==> src/hdl/c1ks_pkg.sv <==
// Shared types, constants and filter functions of the Crypto1 keystream unit.
package c1ks_pkg;

	localparam int HALF_W = 24;
	localparam int KEY_W  = 48;
	localparam int DATA_W = 32;
	localparam int CNT_W  = 5;

	// Operation codes.
	localparam logic [2:0] OP_CLEAR = 3'd0;
	localparam logic [2:0] OP_LOAD  = 3'd1;
	localparam logic [2:0] OP_BIT   = 3'd2;
	localparam logic [2:0] OP_BYTE  = 3'd3;
	localparam logic [2:0] OP_WORD  = 3'd4;

	// Step count minus one, loaded at the start of each clocked operation.
	localparam logic [CNT_W-1:0] STEPS_BIT  = CNT_W'(0);
	localparam logic [CNT_W-1:0] STEPS_BYTE = CNT_W'(7);
	localparam logic [CNT_W-1:0] STEPS_WORD = CNT_W'(31);

	// Feedback polynomial taps of the two halves.
	localparam logic [HALF_W-1:0] TAPS_ODD  = 24'h29CE5C;
	localparam logic [HALF_W-1:0] TAPS_EVEN = 24'h870804;

	// First-level filter tables and the second-level output table.
	localparam logic [19:0] FILT_A   = 20'hF22C0;
	localparam logic [19:0] FILT_B   = 20'h6C9C0;
	localparam logic [19:0] FILT_C   = 20'h3C8B0;
	localparam logic [19:0] FILT_D   = 20'h1E458;
	localparam logic [19:0] FILT_E   = 20'h0D938;
	localparam logic [31:0] FILT_OUT = 32'hEC57E80A;

	// Control of the cipher register for one cycle.
	typedef struct packed {
		logic clear;
		logic load;
		logic step;
	} lfsr_ctl_t;

	// Control of the serial data registers for one cycle.
	typedef struct packed {
		logic load;
		logic shift;
	} ser_ctl_t;

	// Two-level nonlinear filter over the low 20 bits of the odd half.
	function automatic logic filter_bit(input logic [19:0] x);
		logic [19:0] ta;
		logic [19:0] tb;
		logic [19:0] tc;
		logic [19:0] td;
		logic [19:0] te;
		logic [4:0]  sel;
		logic [31:0] tf;
		ta  = FILT_A >> x[3:0];
		tb  = FILT_B >> x[7:4];
		tc  = FILT_C >> x[11:8];
		td  = FILT_D >> x[15:12];
		te  = FILT_E >> x[19:16];
		sel = {ta[4], tb[3], tc[2], td[1], te[0]};
		tf  = FILT_OUT >> sel;
		return tf[0];
	endfunction

	// Odd half after a key load: bit j takes key bit (2j) xor 7.
	function automatic logic [HALF_W-1:0] key_odd(input logic [KEY_W-1:0] key);
		logic [HALF_W-1:0] o;
		logic [5:0]        idx;
		o = '0;
		for (int j = 0; j < HALF_W; j++) begin
			idx  = 6'(2 * j) ^ 6'd7;
			o[j] = key[idx];
		end
		return o;
	endfunction

	// Even half after a key load: bit j takes key bit (2j+1) xor 7.
	function automatic logic [HALF_W-1:0] key_even(input logic [KEY_W-1:0] key);
		logic [HALF_W-1:0] e;
		logic [5:0]        idx;
		e = '0;
		for (int j = 0; j < HALF_W; j++) begin
			idx  = 6'(2 * j + 1) ^ 6'd7;
			e[j] = key[idx];
		end
		return e;
	endfunction

	// Reverse the byte order of a word.
	function automatic logic [DATA_W-1:0] byte_swap(input logic [DATA_W-1:0] w);
		return {w[7:0], w[15:8], w[23:16], w[31:24]};
	endfunction

endpackage

==> src/hdl/crypto1_keystream_cipher_unit.sv <==
// Top level of the Crypto1 keystream unit: sequencer, key register, result register.
//
//   channel  | handshake                 | payload
//   ---------+---------------------------+---------------------------------------
//   input    | in_valid / in_stall       | op, feed_in, encrypted_feedback, xor_data
//   output   | out_valid / out_stall     | data_out
//   config   | cfg_wr_en                 | cfg_wr_data (cipher key)
//
// One cipher step runs per cycle through the single cipher register. A bit,
// byte or word operation passes through the run state and then the flush
// state; clear, key load and unused codes go from idle straight to flush.
// Reset clears the cipher register, the key and all control state.
// A stalled output holds the finished transaction in the flush state; the
// input side stalls until that result moves into the output register.
module crypto1_keystream_cipher_unit (
	input  logic                        clk,
	input  logic                        arst_n,
	input  logic                        cfg_wr_en,
	input  logic [c1ks_pkg::KEY_W-1:0]  cfg_wr_data,
	input  logic                        in_valid,
	output logic                        in_stall,
	input  logic [2:0]                  op,
	input  logic [c1ks_pkg::DATA_W-1:0] feed_in,
	input  logic                        encrypted_feedback,
	input  logic [c1ks_pkg::DATA_W-1:0] xor_data,
	output logic                        out_valid,
	input  logic                        out_stall,
	output logic [c1ks_pkg::DATA_W-1:0] data_out
);
	import c1ks_pkg::*;

	typedef enum logic [1:0] {
		ST_IDLE,
		ST_RUN,
		ST_FLUSH
	} state_t;

	state_t            state_q;
	logic [CNT_W-1:0]  cnt_q;
	logic              enc_q;
	logic              out_valid_q;
	logic [DATA_W-1:0] data_out_q;
	logic [KEY_W-1:0]  key_q;

	logic              accept;
	logic              out_free;
	logic              flush_done;
	lfsr_ctl_t         lctl;
	ser_ctl_t          sctl;
	logic              ks_bit;
	logic              feed_bit;
	logic [DATA_W-1:0] result;

	// Key register.
	always_ff @(posedge clk or negedge arst_n) begin
		if (!arst_n) begin
			key_q <= '0;
		end else if (cfg_wr_en) begin
			key_q <= cfg_wr_data;
		end
	end

	// Handshake and per-cycle control of the datapath.
	always_comb begin
		accept     = in_valid && (state_q == ST_IDLE);
		out_free   = !out_valid_q || !out_stall;
		flush_done = (state_q == ST_FLUSH) && out_free;
		lctl.clear = accept && (op == OP_CLEAR);
		lctl.load  = accept && (op == OP_LOAD);
		lctl.step  = (state_q == ST_RUN);
		sctl.load  = accept;
		sctl.shift = (state_q == ST_RUN);
	end

	assign in_stall  = (state_q != ST_IDLE);
	assign out_valid = out_valid_q;
	assign data_out  = data_out_q;

	c1ks_lfsr u_lfsr (
		.clk    (clk),
		.arst_n (arst_n),
		.ctl    (lctl),
		.key    (key_q),
		.in_bit (feed_bit),
		.enc    (enc_q),
		.ks_bit (ks_bit)
	);

	c1ks_serial u_serial (
		.clk      (clk),
		.ctl      (sctl),
		.op       (op),
		.feed_in  (feed_in),
		.xor_data (xor_data),
		.ks_bit   (ks_bit),
		.feed_bit (feed_bit),
		.result   (result)
	);

	// Sequencer with the step counter and the output register.
	always_ff @(posedge clk or negedge arst_n) begin
		if (!arst_n) begin
			state_q     <= ST_IDLE;
			cnt_q       <= '0;
			enc_q       <= 1'b0;
			out_valid_q <= 1'b0;
			data_out_q  <= '0;
		end else begin
			unique case (state_q)
				ST_IDLE: begin
					if (accept) begin
						enc_q <= encrypted_feedback;
						priority if (op == OP_BIT) begin
							cnt_q   <= STEPS_BIT;
							state_q <= ST_RUN;
						end else if (op == OP_BYTE) begin
							cnt_q   <= STEPS_BYTE;
							state_q <= ST_RUN;
						end else if (op == OP_WORD) begin
							cnt_q   <= STEPS_WORD;
							state_q <= ST_RUN;
						end else begin
							state_q <= ST_FLUSH;
						end
					end
				end
				ST_RUN: begin
					if (cnt_q == '0) begin
						state_q <= ST_FLUSH;
					end else begin
						cnt_q <= cnt_q - CNT_W'(1);
					end
				end
				ST_FLUSH: begin
					if (out_free) begin
						state_q <= ST_IDLE;
					end
				end
				default: state_q <= ST_IDLE;
			endcase

			if (flush_done) begin
				out_valid_q <= 1'b1;
				data_out_q  <= result;
			end else if (!out_stall) begin
				out_valid_q <= 1'b0;
			end
		end
	end

`ifndef NO_ASSERTIONS
	// An accepted transaction keeps the input side stalled in the next cycle.
	a_busy_after_accept: assert property (@(posedge clk) disable iff (!arst_n)
		(in_valid && !in_stall) |=> in_stall)
		else $error("input not stalled after an accepted transaction");

	// A new result appears only out of the flush state.
	a_result_from_flush: assert property (@(posedge clk) disable iff (!arst_n)
		$rose(out_valid) |-> ($past(state_q) == ST_FLUSH))
		else $error("result register loaded outside the flush state");

	// A finished transaction waits while the output register is full and stalled.
	a_flush_holds: assert property (@(posedge clk) disable iff (!arst_n)
		((state_q == ST_FLUSH) && out_valid && out_stall) |=> (state_q == ST_FLUSH))
		else $error("finished transaction left flush while output was stalled");

	// A bit operation runs for exactly one step.
	a_bit_one_step: assert property (@(posedge clk) disable iff (!arst_n)
		((state_q == ST_RUN) && ($past(state_q) == ST_IDLE) && $past(op == OP_BIT))
		|=> (state_q == ST_FLUSH))
		else $error("bit operation ran more than one step");
`endif

endmodule

==> src/hdl/c1ks_lfsr.sv <==
// Cipher register with its filter and feedback, one step per cycle while stepping is enabled.
module c1ks_lfsr (
	input  logic                       clk,
	input  logic                       arst_n,
	input  c1ks_pkg::lfsr_ctl_t        ctl,
	input  logic [c1ks_pkg::KEY_W-1:0] key,
	input  logic                       in_bit,
	input  logic                       enc,
	output logic                       ks_bit
);
	import c1ks_pkg::*;

	logic [HALF_W-1:0] odd_q;
	logic [HALF_W-1:0] even_q;
	logic              fb;

	// Keystream bit and feedback bit of the current state.
	always_comb begin
		ks_bit = filter_bit(odd_q[19:0]);
		fb     = (ks_bit & enc) ^ in_bit ^ (^(TAPS_ODD & odd_q)) ^ (^(TAPS_EVEN & even_q));
	end

	// Clear, key load, or one shift followed by the swap of the halves.
	always_ff @(posedge clk or negedge arst_n) begin
		if (!arst_n) begin
			odd_q  <= '0;
			even_q <= '0;
		end else if (ctl.clear) begin
			odd_q  <= '0;
			even_q <= '0;
		end else if (ctl.load) begin
			odd_q  <= key_odd(key);
			even_q <= key_even(key);
		end else if (ctl.step) begin
			odd_q  <= {even_q[HALF_W-2:0], fb};
			even_q <= odd_q;
		end
	end

endmodule

==> src/hdl/c1ks_serial.sv <==
// Serial feed and keystream shift registers and the result formatting.
module c1ks_serial (
	input  logic                        clk,
	input  c1ks_pkg::ser_ctl_t          ctl,
	input  logic [2:0]                  op,
	input  logic [c1ks_pkg::DATA_W-1:0] feed_in,
	input  logic [c1ks_pkg::DATA_W-1:0] xor_data,
	input  logic                        ks_bit,
	output logic                        feed_bit,
	output logic [c1ks_pkg::DATA_W-1:0] result
);
	import c1ks_pkg::*;

	logic [DATA_W-1:0] feed_q;
	logic [DATA_W-1:0] acc_q;
	logic [DATA_W-1:0] dat_q;
	logic [2:0]        op_q;

	// Words are fed with the most significant byte first, so the bytes are
	// reversed on entry; then every operation shifts out from bit 0.
	always_ff @(posedge clk) begin
		if (ctl.load) begin
			feed_q <= (op == OP_WORD) ? byte_swap(feed_in) : feed_in;
			dat_q  <= xor_data;
			op_q   <= op;
			acc_q  <= '0;
		end else if (ctl.shift) begin
			feed_q <= {1'b0, feed_q[DATA_W-1:1]};
			acc_q  <= {ks_bit, acc_q[DATA_W-1:1]};
		end
	end

	assign feed_bit = feed_q[0];

	// Keystream bits collect from the top; pick them out at the op width.
	always_comb begin
		unique case (op_q)
			OP_BIT:  result = {{(DATA_W-1){1'b0}}, acc_q[DATA_W-1] ^ dat_q[0]};
			OP_BYTE: result = {{(DATA_W-8){1'b0}}, acc_q[DATA_W-1:DATA_W-8] ^ dat_q[7:0]};
			OP_WORD: result = byte_swap(acc_q) ^ dat_q;
			default: result = '0;
		endcase
	end

endmodule

==> config.mk <==
export PLATFORM = sky130hd
export DESIGN_NAME = crypto1_keystream_cipher_unit
export DESIGN_NICKNAME = d
export VERILOG_FILES = /design/src/hdl/c1ks_pkg.sv /design/src/hdl/crypto1_keystream_cipher_unit.sv /design/src/hdl/c1ks_lfsr.sv /design/src/hdl/c1ks_serial.sv
export SDC_FILE = /design/constraint.sdc
export NUM_CORES = 1
export LEC_CHECK = 0
export BUFFER_PORTS_ARGS = -buffer_cell sky130_fd_sc_hd__buf_2
export CORE_UTILIZATION = 50
export CTS_CLUSTER_DIAMETER = 30
export DETAILED_ROUTE_END_ITERATION = 10
export GPL_ROUTABILITY_DRIVEN = 0
export PLACE_DENSITY = 0.72
export SLEW_MARGIN = 20
export SYNTH_ARGS = -nofsm -noshare
export SYNTH_HDL_FRONTEND = slang
export SYNTH_SLANG_ARGS = --single-unit
==> constraint.sdc <==
create_clock -name clk -period 6.5 [get_ports clk]
set_input_delay 1.625 -clock clk [delete_from_list [all_inputs] [get_ports clk]]
set_output_delay 1.625 -clock clk [all_outputs]
set_load 0.02 [all_outputs]
After elaboration in Yosys (flattened, before gate mapping)
Index checks and enable logic that the tools add are counted.
- register bits: 236
- output and inout bits: 34
- logic and storage cells: 85
- input port bits: 121
- bitwise gates (word level): 7
- equality and inequality tests: 15
- add/sub/neg operators: 1
- reduce and logical (&&, ||, !) cells: 19
- shifts and indexed selects: 6
- muxes and demuxes: 25
- operators by type and width (operator ; number):
    two-way mux 24 bit ; 6
    two-way mux 32 bit ; 3
    one-hot mux 32 bit (3 select lines) ; 1
    parity 24 bit ; 2
    right shift 32 x 5 -> 1 bit (first input constant) ; 1
    bitwise XOR 32 bit ; 1
    two-way mux 5 bit ; 5
    right shift 20 x 4 -> 5 bit (first input constant) ; 1
    right shift 19 x 4 -> 4 bit (first input constant) ; 1
    right shift 18 x 4 -> 3 bit (first input constant) ; 1
    right shift 17 x 4 -> 2 bit (first input constant) ; 1
    right shift 16 x 4 -> 1 bit (first input constant) ; 1
    == test 3 x 2 -> 1 bit (second input constant) ; 4
    two-way mux 2 bit ; 6
    one-hot mux 5 bit (2 select lines) ; 1
    bitwise XOR 8 bit ; 1
    == test 3 bit (second input constant) ; 2
    inequality test 2 bit (second input constant) ; 3
    one-hot mux 2 bit (3 select lines) ; 1
    nonzero test 2 bit ; 3
    logical NOT 5 bit ; 1
    subtractor 5 x 1 -> 5 bit (second input constant) ; 1
    logical AND 1 bit ; 4
    inequality test 2 x 1 -> 1 bit (second input constant) ; 2
    15 further kinds ; 20

Depth between registers and ports, before layout
- depth in word-level cells: 9
- gate-level depth with buffers: 8
- gate-level depth less buffers: 8

Cells and area by module
Synthesis repeated with hierarchy kept, for this count alone.
- cells, all modules: 935
- area, all modules: 10640.2 um2
- by module, submodules not included (module ; cells each ; times used ; area each (um2) ; sequential area each (um2)):
    c1ks_serial ; 388 ; 1 ; 4281.6 ; 2652.5
    crypto1_keystream_cipher_unit ; 230 ; 1 ; 3518.4 ; 2227.1
    c1ks_lfsr ; 317 ; 1 ; 2840.2 ; 1201.2

Worst setup path before layout
OpenSTA, ideal clock, no wires.
- path type: in2reg
- start: input in_valid
- end: register u_serial.feed_q[0], enable pin
- data required time: 6.022 ns
- stages on the path: 4
- buffers on the path: 2
- library setup time: 0.478 ns
- setup slack: 3.088 ns
- data arrival time: 2.934 ns
- path through: nand2_1 -> clkbuf_1 -> clkbuf_1 -> nand2_1
- word-level cells in the longest chain between the ends: 2
- RTL lines (what ; line ; text):
    start, declared ; crypto1_keystream_cipher_unit.sv:20 ; input logic in_valid,
    logical AND 1 bit ; crypto1_keystream_cipher_unit.sv:65 ; accept = in_valid && (state_q == ST_IDLE);
    nonzero test 2 bit (no source line) ; n/a ;
    end signal, assigned ; c1ks_serial.sv:23 ; feed_q <= (op == OP_WORD) ? byte_swap(feed_in) : feed_in;
    end signal, assigned ; c1ks_serial.sv:28 ; feed_q <= {1'b0, feed_q[DATA_W-1:1]};
    end, declared ; c1ks_serial.sv:14 ; logic [DATA_W-1:0] feed_q;
No other way between the ends.
A chain may end at the register's enable or synchronous reset.

Final worst setup path
- start: input op[1]
- end: register u_lfsr.odd_q[0]
- word-level cells in the longest chain between the ends: 4
- elaborated cells between the ends (all ways): 7
- those cells by class: 1 x eq/ne; 2 x mux; 4 x reduce/logical
- RTL lines (what ; line ; text):
    start, declared ; crypto1_keystream_cipher_unit.sv:22 ; input logic [2:0] op,
    == test 3 x 1 -> 1 bit ; crypto1_keystream_cipher_unit.sv:69 ; lctl.load = accept && (op == OP_LOAD);
    logical AND 1 bit ; crypto1_keystream_cipher_unit.sv:69 ;
    two-way mux 24 bit ; c1ks_lfsr.sv:31 ; end else if (ctl.load) begin
    two-way mux 24 bit ; c1ks_lfsr.sv:28 ; end else if (ctl.clear) begin
    end signal, assigned ; c1ks_lfsr.sv:32 ; odd_q <= key_odd(key);
    end signal, assigned ; c1ks_lfsr.sv:35 ; odd_q <= {even_q[HALF_W-2:0], fb};
    end, declared ; c1ks_lfsr.sv:13 ; logic [HALF_W-1:0] odd_q;
Parallel ways exist; a longest one is shown, timed or not.

==> out/results.ini <==
[floorplanning]
coreArea_sq_um = 18960
ios = 155
die_area_sq_um = 20180
die_x_um = 142.1
start_util = 0.5174
rows = 50
die_h_um = 142.1

[place]
port_buffers = 154
detailed_place_hpwl_um = 12830
placed_area_sq_um = 10810

[worst_setup_path]
end_kind = flip-flop
cp.arrival_ns = 3.98
required_ns = 6.95
r2r_end = u_lfsr.odd_q[0]$_DFFE_PN0P_
cp_num_buf_inv = 2
slowest_stage = and3_1
reg2reg_depth = 6
cp_max_fo = 27
critPathMaxStageDelay_ns = 0.82
r2r-start = state_q[0]$_DFFE_PN0P_
worstSetupStartpointType = primary input
crit_path_cell_trace = buf_2 > nor3b_1 > and3_1 > buf_4 > a21oi_1 > a311oi_1 > a211o_1
crit_type = in -> reg
critical-path-top-delay-family = simple AND/OR/NAND/NOR gates
rrSetupSlack_ns = 3.82

[power_and_ir_drop]
ir_drop_uv = 247.3
power.leakage_nw = 5.801
power.total_mw = 6.139
power.density_nw_per_um2 = 492.7

[clock_tree]
cts.hold.buffers_added = 0
cts.sinks = 236
clk_latency_ns = 0.53
cts_made_buffers = 47
cts_tree = done
post_cts_resized = 0
cts_max_path_buffers = 3
cts_root_buf = clkbuf_16
htreeDepth = 2
cts_setup_buffers = 0
clkTransAtPathRegs_ns = 0.05

[status]
status = finished clean

[min_path]
hp-start = u_serial.acc_q[19]$_SDFFE_PP0P_
whs_path_depth = 2
holdPathEnd = u_serial.acc_q[18]$_SDFFE_PP0P_
worstHoldPathType = reg -> reg

[sta]
fin_crit_sh = 0.5425
hold_slack_ns = 0.4642
hold_viol_final = 0
timing.setup.tns_ns = 0
slew_viol_final = 0
fin_worst_skew_ns = 0.01233
rsz0062_at_grt = false
setup_viol_count_final = 0
fin_crit_ns = 3.526
relSlewSlack = 0.4035
tightest_slew_ns = 0.8947
fmax_ghz = 0.2836

[detailed_routing]
vias = 6930
vias_per_cell = 5.355
first_pass_iters = 7
wire_per_inst_um = 15.90
routed_wl_um = 20580
route.detailed.drc = 0
drtIter0Drc = 579
ant_nets = 0

[finish]
drive_gt1_frac = 0.2962
layout_common_cells = buf_2 (152), nand2_1 (138), dfrtp_1 (137), edfxtp_1 (67), o21ai_0 (66)
syn2layout_area_growth_pct = 27.03
layout_commonest_cell = buf_2
final_core_util = 0.6573
fin_nets = 1121
design_area_sq_um = 12460

[synth]
ys_warn_count = 0
synth_cell_type_count = 43
synthesis.area_sq_um = 9808
synthTopCellsByArea = dfrtp_1 (35%), edfxtp_1 (21%), dfxtp_1 (6.5%)
yosysTopAreaCellShare = 0.3495
syn_inst = 830
avgSynthCellArea_sq_um = 11.82
synth_top_cell_by_area = dfrtp_1
ys_seq_area_frac = 0.6200
synth_seq_cells = 236
synth_nets = 957

[global_route]
antenna_found_initial = 1
grt_pass1_wl_um = 34130
grt_overflow = 0
grt_pass1_vias = 6945
globalRouteTotalUtil = 0.2141
grt_max_degree = 98

[run]
maxCapViolCount = 0

layout make-up:
cell class | instances | area [sq um]
clock buffers | 60 | 1338
well taps | 260 | 325.3
inverters | 59 | 221.5
fillers | 1450 | 6496
diodes | 1 | 2.502
multi-input cells | 487 | 3348
clock inverters | 28 | 276.5
flip-flops and latches | 236 | 6081
repair buffers | 163 | 867.1
synthesized netlist by cell type (all sizes together):
cell    count
a211o       1
a211oi      2
a21o        1
a21oi       8
a222oi     47
a22o        2
a311oi      1
a31oi       2
a41o        1
and2        1
and3        1
and4b       1
buf         8
clkbuf     40
dfrtp     137
dfxtp      32
edfxtp     67
ha          6
inv        59
mux2       49
mux2i      32
mux4        2
nand2     139
nand2b      6
nand3      33
nand3b      1
nor2       12
nor2b       4
nor3        2
nor3b       3
o211ai      3
o21ai      70
o22ai       1
o31ai       1
or2         1
or3b        4
xnor2      46
xnor3       1
xor2        3
sequential cells by signal, indices dropped and copies added (netlist names):
signal,flops
u_lfsr.even_q,24
data_out,32
enc_q,1
state_q,2
u_serial.op_q,3
u_serial.acc_q,32
u_serial.dat_q,32
u_lfsr.odd_q,24
key_q,48
u_serial.feed_q,32
out_valid,1
cnt_q,5
metal layers:
layer | vias to the layer above | GRT usage | wire (um)
met5 | - | 0 | 0
met4 | 0 | 0.07923 | 405
met3 | 34 | 0.04038 | 1109
met2 | 223 | 0.3566 | 10130
met1 | 3379 | 0.2789 | 8929
li1 | 3294 | - | -
kinds of logic after synthesis:
family | after synthesis | share of synthesized area
adders and majority gates | 6 | 0.007654
xor gates and xnor gates | 50 | 0.04605
AOI/OAI and AO/OA | 140 | 0.09963
DFF | 236 | 0.6200
muxes | 83 | 0.09351
and+or+nand+nor | 208 | 0.09185
buffers and inverters | 107 | 0.04133
through the flow:
stage | setup slack, ns | std cells
2_1_floorplan | 3.088 | 830
3_3_place_gp | 2.563 | 1204
3_5_place_dp | 2.520 | 1204
4_1_cts | 3.038 | 1292
5_1_grt | 2.812 | 1294
6_report | 2.974 | 1294
worst min-delay path, delay by kind of cell (launching register included):
kind,cells,cell delay [ns]
DFF,1,0.32
and+or+nand+nor,2,0.10
where the power goes:
part	leakage [nW]	switching (mW)	internal [mW]
combinational	2.37	0.851	0.626
clock	0.798	0.793	1.58
sequential	2.63	0.271	2.01
worst max path at each step:
stage,start,to,slack [ns],cells after the start
5_1_grt,op[1],u_lfsr.odd_q[0]$_DFFE_PN0P_,2.81,7
3_3_place_gp,op[1],u_lfsr.odd_q[0]$_DFFE_PN0P_,2.56,7
4_1_cts,op[1],u_lfsr.odd_q[0]$_DFFE_PN0P_,3.04,7
3_5_place_dp,op[1],u_lfsr.odd_q[0]$_DFFE_PN0P_,2.52,7
2_1_floorplan,in_valid,u_serial.feed_q[0]$_DFFE_PP_,3.09,4
6_report,op[1],u_lfsr.odd_q[0]$_DFFE_PN0P_,2.97,7
(Power assumes the default switching activity.)
